`config.mk`:
```
export PLATFORM = sky130hd
export DESIGN_NAME = tegrid_ctrl
export DESIGN_NICKNAME = d
export VERILOG_FILES = /design/src/hw/rtl/tegrid_pkg.sv /design/src/hw/rtl/tegrid_ctrl.sv
export SDC_FILE = /design/constraint.sdc
export NUM_CORES = 1
export LEC_CHECK = 0
export CORE_AREA = 2 2 39 41
export DETAILED_ROUTE_END_ITERATION = 16
export DIE_AREA = 0 0 41 43
export DONT_BUFFER_PORTS = 1
export GPL_TIMING_DRIVEN = 1
export SYNTH_ARGS = -nofsm -noshare
export SYNTH_HDL_FRONTEND = slang
export SYNTH_SLANG_ARGS = --single-unit
```
`constraint.sdc`:
```
create_clock -name clock -period 4.9 [get_ports clock]
set_input_delay 0.98 -clock clock [delete_from_list [all_inputs] [get_ports clock]]
set_output_delay 0.98 -clock clock [all_outputs]
set_load 0.05 [all_outputs]
```
`src/hw/rtl/tegrid_pkg.sv`:
```
package tegrid_pkg;

   localparam int DEF_GRID_ROWS    = 64;
   localparam int DEF_GRID_COLUMNS = 64;

   localparam int HW = 16;

   localparam logic [7:0]  RST_PASS_COUNT  = 8'd1;
   localparam logic [15:0] RST_TALUS       = 16'd655;
   localparam logic [15:0] RST_MAX_HEIGHT  = 16'd65535;
   localparam logic [5:0]  RST_LAST_ROW    = 6'd63;
   localparam logic [5:0]  RST_LAST_COLUMN = 6'd63;

   typedef enum logic [1:0] {
      CMD_WRITE = 2'd0,
      CMD_RUN   = 2'd1,
      CMD_READ  = 2'd2
   } cmd_type;

   typedef enum logic [2:0] {
      CSR_PASS_COUNT  = 3'd0,
      CSR_TALUS       = 3'd1,
      CSR_MAX_HEIGHT  = 3'd2,
      CSR_LAST_ROW    = 3'd3,
      CSR_LAST_COLUMN = 3'd4
   } csr_index_type;

   typedef struct packed {
      logic accept;
      logic run_init;
      logic ld_issue;
      logic ld_capture;
      logic idx_clr;
      logic idx_inc;
      logic mv_sq;
      logic mv_cube;
      logic mv_scale;
      logic div_start;
      logic mv_apply;
      logic wr_self;
   } ctl_cmd_type;

   typedef struct packed {
      logic pass_zero;
      logic last_slot;
      logic recv_cur;
      logic last_k;
      logic div_done;
      logic at_end;
   } dp_stat_type;

endpackage

```
`src/hw/rtl/tegrid_ctrl.sv`:
```
module tegrid_ctrl (
   input  logic                    clock,
   input  logic                    reset,
   input  logic                    start,
   input  logic [1:0]              req_cmd,
   input  tegrid_pkg::dp_stat_type stat,
   output tegrid_pkg::ctl_cmd_type cmd,
   output logic                    busy,
   output logic                    rsp_strobe,
   output logic                    rsp_run_done
);

   typedef enum logic [3:0] {
      IDLE, RUN_INIT, LD_ADDR, LD_DATA, MV_CHECK, MV_SQ, MV_CUBE,
      MV_SCALE, MV_DIV, MV_WAIT, MV_APPLY, WR_SELF
   } state_type;

   state_type state_ff;
   logic      strobe_ff;
   logic      done_ff;

   assign busy = state_ff != IDLE;

   always_comb begin
      cmd = '0;
      unique case (state_ff)
         IDLE:     cmd.accept = start;
         RUN_INIT: cmd.run_init = 1'b1;
         LD_ADDR:  cmd.ld_issue = 1'b1;
         LD_DATA: begin
            cmd.ld_capture = 1'b1;
            cmd.idx_clr    = stat.last_slot;
            cmd.idx_inc    = !stat.last_slot;
         end
         MV_CHECK: begin
            cmd.idx_clr = !stat.recv_cur && stat.last_k;
            cmd.idx_inc = !stat.recv_cur && !stat.last_k;
         end
         MV_SQ:    cmd.mv_sq = 1'b1;
         MV_CUBE:  cmd.mv_cube = 1'b1;
         MV_SCALE: cmd.mv_scale = 1'b1;
         MV_DIV:   cmd.div_start = 1'b1;
         MV_WAIT:  ;
         MV_APPLY: begin
            cmd.mv_apply = 1'b1;
            cmd.idx_clr  = stat.last_k;
            cmd.idx_inc  = !stat.last_k;
         end
         WR_SELF:  cmd.wr_self = 1'b1;
         default:  ;
      endcase
   end

   always_ff @(posedge clock) begin
      if (reset) begin
         state_ff  <= IDLE;
         strobe_ff <= 1'b0;
         done_ff   <= 1'b0;
      end else begin
         strobe_ff <= 1'b0;
         done_ff   <= 1'b0;
         unique case (state_ff)
            IDLE: begin
               if (start) begin
                  if (req_cmd == tegrid_pkg::CMD_RUN) begin
                     state_ff <= RUN_INIT;
                  end else begin
                     strobe_ff <= 1'b1;
                  end
               end
            end
            RUN_INIT: begin
               if (stat.pass_zero) begin
                  strobe_ff <= 1'b1;
                  done_ff   <= 1'b1;
                  state_ff  <= IDLE;
               end else begin
                  state_ff <= LD_ADDR;
               end
            end
            LD_ADDR: state_ff <= LD_DATA;
            LD_DATA: state_ff <= stat.last_slot ? MV_CHECK : LD_ADDR;
            MV_CHECK: begin
               if (stat.recv_cur) begin
                  state_ff <= MV_SQ;
               end else if (stat.last_k) begin
                  state_ff <= WR_SELF;
               end
            end
            MV_SQ:    state_ff <= MV_CUBE;
            MV_CUBE:  state_ff <= MV_SCALE;
            MV_SCALE: state_ff <= MV_DIV;
            MV_DIV:   state_ff <= MV_WAIT;
            MV_WAIT: begin
               if (stat.div_done) begin
                  state_ff <= MV_APPLY;
               end
            end
            MV_APPLY: state_ff <= stat.last_k ? WR_SELF : MV_CHECK;
            WR_SELF: begin
               if (stat.at_end) begin
                  strobe_ff <= 1'b1;
                  done_ff   <= 1'b1;
                  state_ff  <= IDLE;
               end else begin
                  state_ff <= LD_ADDR;
               end
            end
            default: state_ff <= IDLE;
         endcase
      end
   end

   assign rsp_strobe   = strobe_ff;
   assign rsp_run_done = done_ff;

endmodule
```
==> results.ini, run 1 <==
[place]
place_area_um2=574
port_buffers=0
dp_hpwl_um=987
place_congestion=0.786

[hold_path]
holdPathStages=1
hold_path_end=state_ff[0]
hold_path.class=register to register
min_from=state_ff[0]

[detailed_routing]
vias=549
first_pass_iters=3
finalWirelength_um=1300
post_drt_via_cell_ratio=5.90
route.detailed.drc=0
drtAntennaViolNets=0
drt-initial-drc-count=10
wl_per_cell_um=13.9

[floorplan]
start_util_pct=38.5
fp-row-count=14
die_w_um=41
io_pins=26
core_um2=1380
die_y_um=43
die_area_um2=1760

[cts]
cts_buffers=3
clk_pin_slew_ps=40
postCtsHoldBufs=0
ctsResizeCount=0
htree_levels=1
cts_root_buffer=clkbuf_4
cts_tree=yes
clock_sinks=6
cts_buffer_depth=2
clk_latency_ps=230
postCtsSetupRepairBufs=0

[worst_setup_path]
cp.arrival_ps=2480
path_max_fanout=21
critPathSlowestCell=nor3_2
critPathTopFamily=simple AND/OR/NAND/NOR gates
critPathCaptureType=primary output
path_class=register to primary output
rrSetupSlack_ps=2810
path_cells=nand2_1, nor3_2, a22o_1
reg2reg_to=rsp_strobe
r2r-start=state_ff[1]
start_kind=register
required_ps=3920
max_stage_delay_ps=720
r2r_cells=4
critPathBufInv=0

[job]
max_cap_violations=0

[sta]
finalSetupViolations=0
holdWs_ps=749
finClkSkew_ps=2.11
maxSlewHeadroom_pct=40.4
setup_tns_ps=0
finalHoldViolations=0
finalCriticalPeriod_ps=3460
rsz0062_at_grt=false
drv_slew=0
period_share_pct=70.6
max_freq_ghz=0.289
tightest_slew_ps=890

[yosys]
synth_commonest_cells=nor2_1, dfxtp_1
synth_cell_types=31
synth-edff-count=0
ys_warn_count=0
syn_nets=86
synth.most_common_cell=nor2_1
synth.top_cell.area_share_pct=22.5
yosysSeqAreaShare_pct=22.5
ys.flop_type=dfxtp_1
syn_avg_cell_area_um2=7.11
netlist_instances=75
syn-cell-area_um2=533
yosys.area.top_type=dfxtp_1
yosys_register_bits=6
async_reset_ff_share_pct=0
synth_area_leaders=dfxtp_1, nand2b_1, nor2_1

[power_and_ir_drop]
p_per_area_nw_per_um2=195
p_leak_uw=0.000215
max-vdd-ir-drop_mv=0.0871

[run_status]
status=complete, no violations

[final_layout]
drive_gt1_share_pct=20.8
antennaDiodeCount=0
syn2layout_area_growth_pct=12.0
fin_nets=90
fin_area_um2=597

[grt]
grt-ovfl-total=0
grt_max_degree=22
grt_pass1_vias=510
antenna_found_initial=0
grt_util_all_layers_pct=17.9
grt_pass1_wl_um=2180

-- worst reg2reg max path: stages (launching register included) --
cell       delay, ps
dfxtp_1          480
or4_4            720
nor2_4           340
o21ai_2          100
a2111oi_2        340
-- placed cells by master, fill, tap and decap left out, types with 2 or more instances in the layout --
| master | count |
|---|---|
| a21o_1 | 2 |
| a21oi_1 | 3 |
| a31oi_1 | 2 |
| buf_4 | 4 |
| clkbuf_4 | 3 |
| dfxtp_1 | 6 |
| inv_1 | 5 |
| nand2_1 | 5 |
| nand2b_1 | 5 |
| nand3_1 | 3 |
| nand3b_1 | 2 |
| nor2_1 | 8 |
| nor3_1 | 4 |
| o21ai_0 | 5 |
| o21ai_1 | 3 |
-- flip-flops by register name, summed over array words and instances (netlist names) --
| name | flops |
|---|---|
| rsp_strobe | 1 |
| rsp_run_done | 1 |
| state_ff | 4 |
-- per-layer routing --
metal	track usage, %	vias to the layer above	share of wire (%)
met2	25.3	23	49
met4	6.00	0	0.69
met1	24.4	248	42
met3	6.28	2	8.7
met5	0	-	0
li1	-	276	-
-- report_power, final --
group / switching (µW) / leakage [µW] / internal [µW] / total [µW]
registers: 5.10 / 0.0000487 / 50.4 / 55.5
clock network: 15.0 / 0.0000138 / 27.5 / 42.6
logic: 11.8 / 0.000152 / 6.61 / 18.4
-- per-stage QoR --
stage	power, µW	worst slack (ps)	std cells	util (%)
floorplan	72.5	1290	75	-
global placement	74.5	1740	90	41.5
detailed placement	74.8	1690	90	41.5
CTS	119	1440	93	43.1
global route	125	1240	93	43.1
finish	116	1440	93	43.1
-- kinds of logic after synthesis --
kind of cell    after synthesis  share of synthesized area [%]
simple gates                 37                           40.8
buf+inv                      10                           7.51
flops                         6                           22.5
compound gates               22                           29.1
-- how the worst max path moves through the flow --
stage / from / to / depth (start not counted)
detailed placement: state_ff[1] / cmd[7] / 3
global placement: state_ff[1] / cmd[7] / 3
global route: state_ff[1] / cmd[7] / 3
finish: state_ff[1] / cmd[7] / 3
CTS: state_ff[1] / cmd[7] / 3
floorplan: stat[4] / cmd[6] / 1
-- layout make-up --
| class | count | area [µm²] |
|---|---|---|
| flip-flops and latches | 6 | 120 |
| fillers | 164 | 787 |
| inverters | 5 | 18.8 |
| repair buffers | 4 | 30.0 |
| well taps | 16 | 20.0 |
| multi-input cells | 59 | 385 |
| clock buffers | 3 | 22.5 |
(Power assumes the default switching activity.)
==> run 2, diff against run 1 <==
==> constraint.sdc (replaced) <==
create_clock -name clock -period 3.3 [get_ports clock]
set_input_delay 0.66 -clock clock [delete_from_list [all_inputs] [get_ports clock]]
set_output_delay 0.66 -clock clock [all_outputs]
set_load 0.05 [all_outputs]
==> results.ini, run 2 (synthesis results as in run 1) <==
[final_layout]
largest_reg_flops=4  ; unchanged
final_common_cell=buf_4
regMostFlops=state_ff
drive_gt1_share_pct=29.9  ; +9.1 points
antennaDiodeCount=0  ; unchanged
layout_common_cells=buf_4, nor2_1, dfxtp_1
multi_input_comb_area_um2=385  ; unchanged
syn2layout_area_growth_pct=26.1
final.fill_count=145  ; -12%
seqCellArea_um2=120  ; unchanged
fin_nets=100  ; +11%

[worst_setup_path]
path_max_fanout=10  ; -52%
r2r-start=state_ff[1]
cp.arrival_ps=1900  ; -580 ps
reg2reg_to=rsp_strobe
r2r_cells=5  ; +1
critPathCaptureType=primary output
rrSetupSlack_ps=1140  ; -1670 ps
required_ps=2640  ; -1280 ps
start_kind=register
path_class=register to primary output

[cts]
cts_root_buffer=clkbuf_4
clock_sinks=6  ; unchanged
cts_tree=yes
cts_buffer_depth=2  ; unchanged
clk_latency_ps=230  ; about the same
postCtsSetupRepairBufs=0  ; unchanged
clk_pin_slew_ps=40  ; about the same
ctsResizeCount=0  ; unchanged
postCtsHoldBufs=0  ; unchanged
htree_levels=1  ; unchanged
cts_buffers=3  ; unchanged

[detailed_routing]
first_pass_iters=5  ; +2
vias=603  ; +9.8%
drt-initial-drc-count=9  ; -1
wl_per_cell_um=13.4  ; -3.6%
route.detailed.drc=0  ; unchanged
finalWirelength_um=1390  ; +6.8%
drtAntennaViolNets=0  ; unchanged
post_drt_via_cell_ratio=5.85  ; -0.83%

[place]
pre_cts_ws_ps=824  ; -868 ps
port_buffers=0  ; unchanged
place_congestion=0.829  ; +5.4%
dp_hpwl_um=1010  ; +2.6%

[job]
max_cap_violations=0  ; unchanged

[sta]
tightest_slew_ps=487  ; -404 ps
max_freq_ghz=0.391
rsz0062_at_grt=false
period_share_pct=77.4
maxSlewHeadroom_pct=67.7  ; +27 points
setup_tns_ps=0  ; unchanged
finalSetupViolations=0  ; unchanged
finalCriticalPeriod_ps=2560
finClkSkew_ps=1.47  ; -0.641 ps
drv_slew=0  ; unchanged
finalHoldViolations=0  ; unchanged
setup_slack_ps=744  ; -698 ps

[hold_path]
min_from=reset
hold_path_end=rsp_run_done
holdPathStages=1  ; unchanged
hold_path.class=input port to register

[floorplan]
start_util_pct=38.5  ; unchanged
die_y_um=43  ; unchanged
io_pins=26  ; unchanged
fp-row-count=14  ; unchanged
die_w_um=41  ; unchanged
die_area_um2=1760  ; unchanged
core_um2=1380  ; unchanged

[power_and_ir_drop]
p_leak_uw=0.000269  ; +25%
p_per_area_nw_per_um2=260  ; +33%
max-vdd-ir-drop_mv=0.123  ; +41%

[grt]
grt_max_degree=17  ; -23%
grt_pass1_vias=514  ; +0.78%
grt-ovfl-total=0  ; unchanged
antenna_found_initial=0  ; unchanged
grt_util_all_layers_pct=18.4  ; +0.52 points
grt_pass1_wl_um=2270  ; +4.1%

[run_status]
status=complete, no violations

run 2: cell count changes in the layout (fill, tap and decap cells not counted), sizes merged:
cell	change
buf	+10
run 2: final cells by class:
type                    count  share of cell area, %
well taps                  16                   2.98
inverters                   5                   2.79
repair buffers             14                   15.6
flip-flops and latches      6                   17.9
multi-input cells          59                   57.4
clock buffers               3                   3.35
run 2: worst max-delay path: stages, from the launching register on:
cell and delay, ps:
dfxtp_1 410, or4b_1 600, a21oi_1 190, a22o_1 470
run 2: metrics by stage:
step / hold slack [ps] / utilization [%] / cell area [µm²] / total power (µW) / cells
final: 492 / 48.6 / 672 / 175 / 103
after global routing: 474 / 48.6 / 672 / 187 / 103
after CTS: 485 / 48.6 / 672 / 178 / 103
after detailed placement: 614 / 46.9 / 649 / 112 / 100
after global placement: 608 / 46.9 / 649 / 112 / 100
after floorplan: 626 / - / 533 / 108 / 75
run 2: report_power, final:
group / internal [µW] / total [µW] / switching, µW
Sequential: 74.8 / 79.6 / 4.81
Clock: 40.9 / 63.9 / 23.0
Combinational: 10.9 / 31.5 / 20.6
run 2: layer usage:
layer | part of all wire, % | GRT usage [%] | routed length [µm] | vias up
li1 | - | - | - | 297
met1 | 43 | 25.2 | 594 | 275
met2 | 48 | 27.8 | 670 | 31
met3 | 8.7 | 5.24 | 120 | 0
met4 | 0 | 4.00 | 0 | 0
met5 | 0 | 0 | 0 | -
run 2: how the worst max path moves through the flow:
stage,start,depth (start not counted),slack (ps),endpoint
after floorplan,state_ff[1],4,330,cmd[7]
after global placement,stat[3],3,850,cmd[7]
after detailed placement,stat[3],3,820,cmd[7]
after CTS,state_ff[1],3,760,cmd[7]
after global routing,state_ff[1],3,630,cmd[7]
final,state_ff[1],3,740,cmd[7]
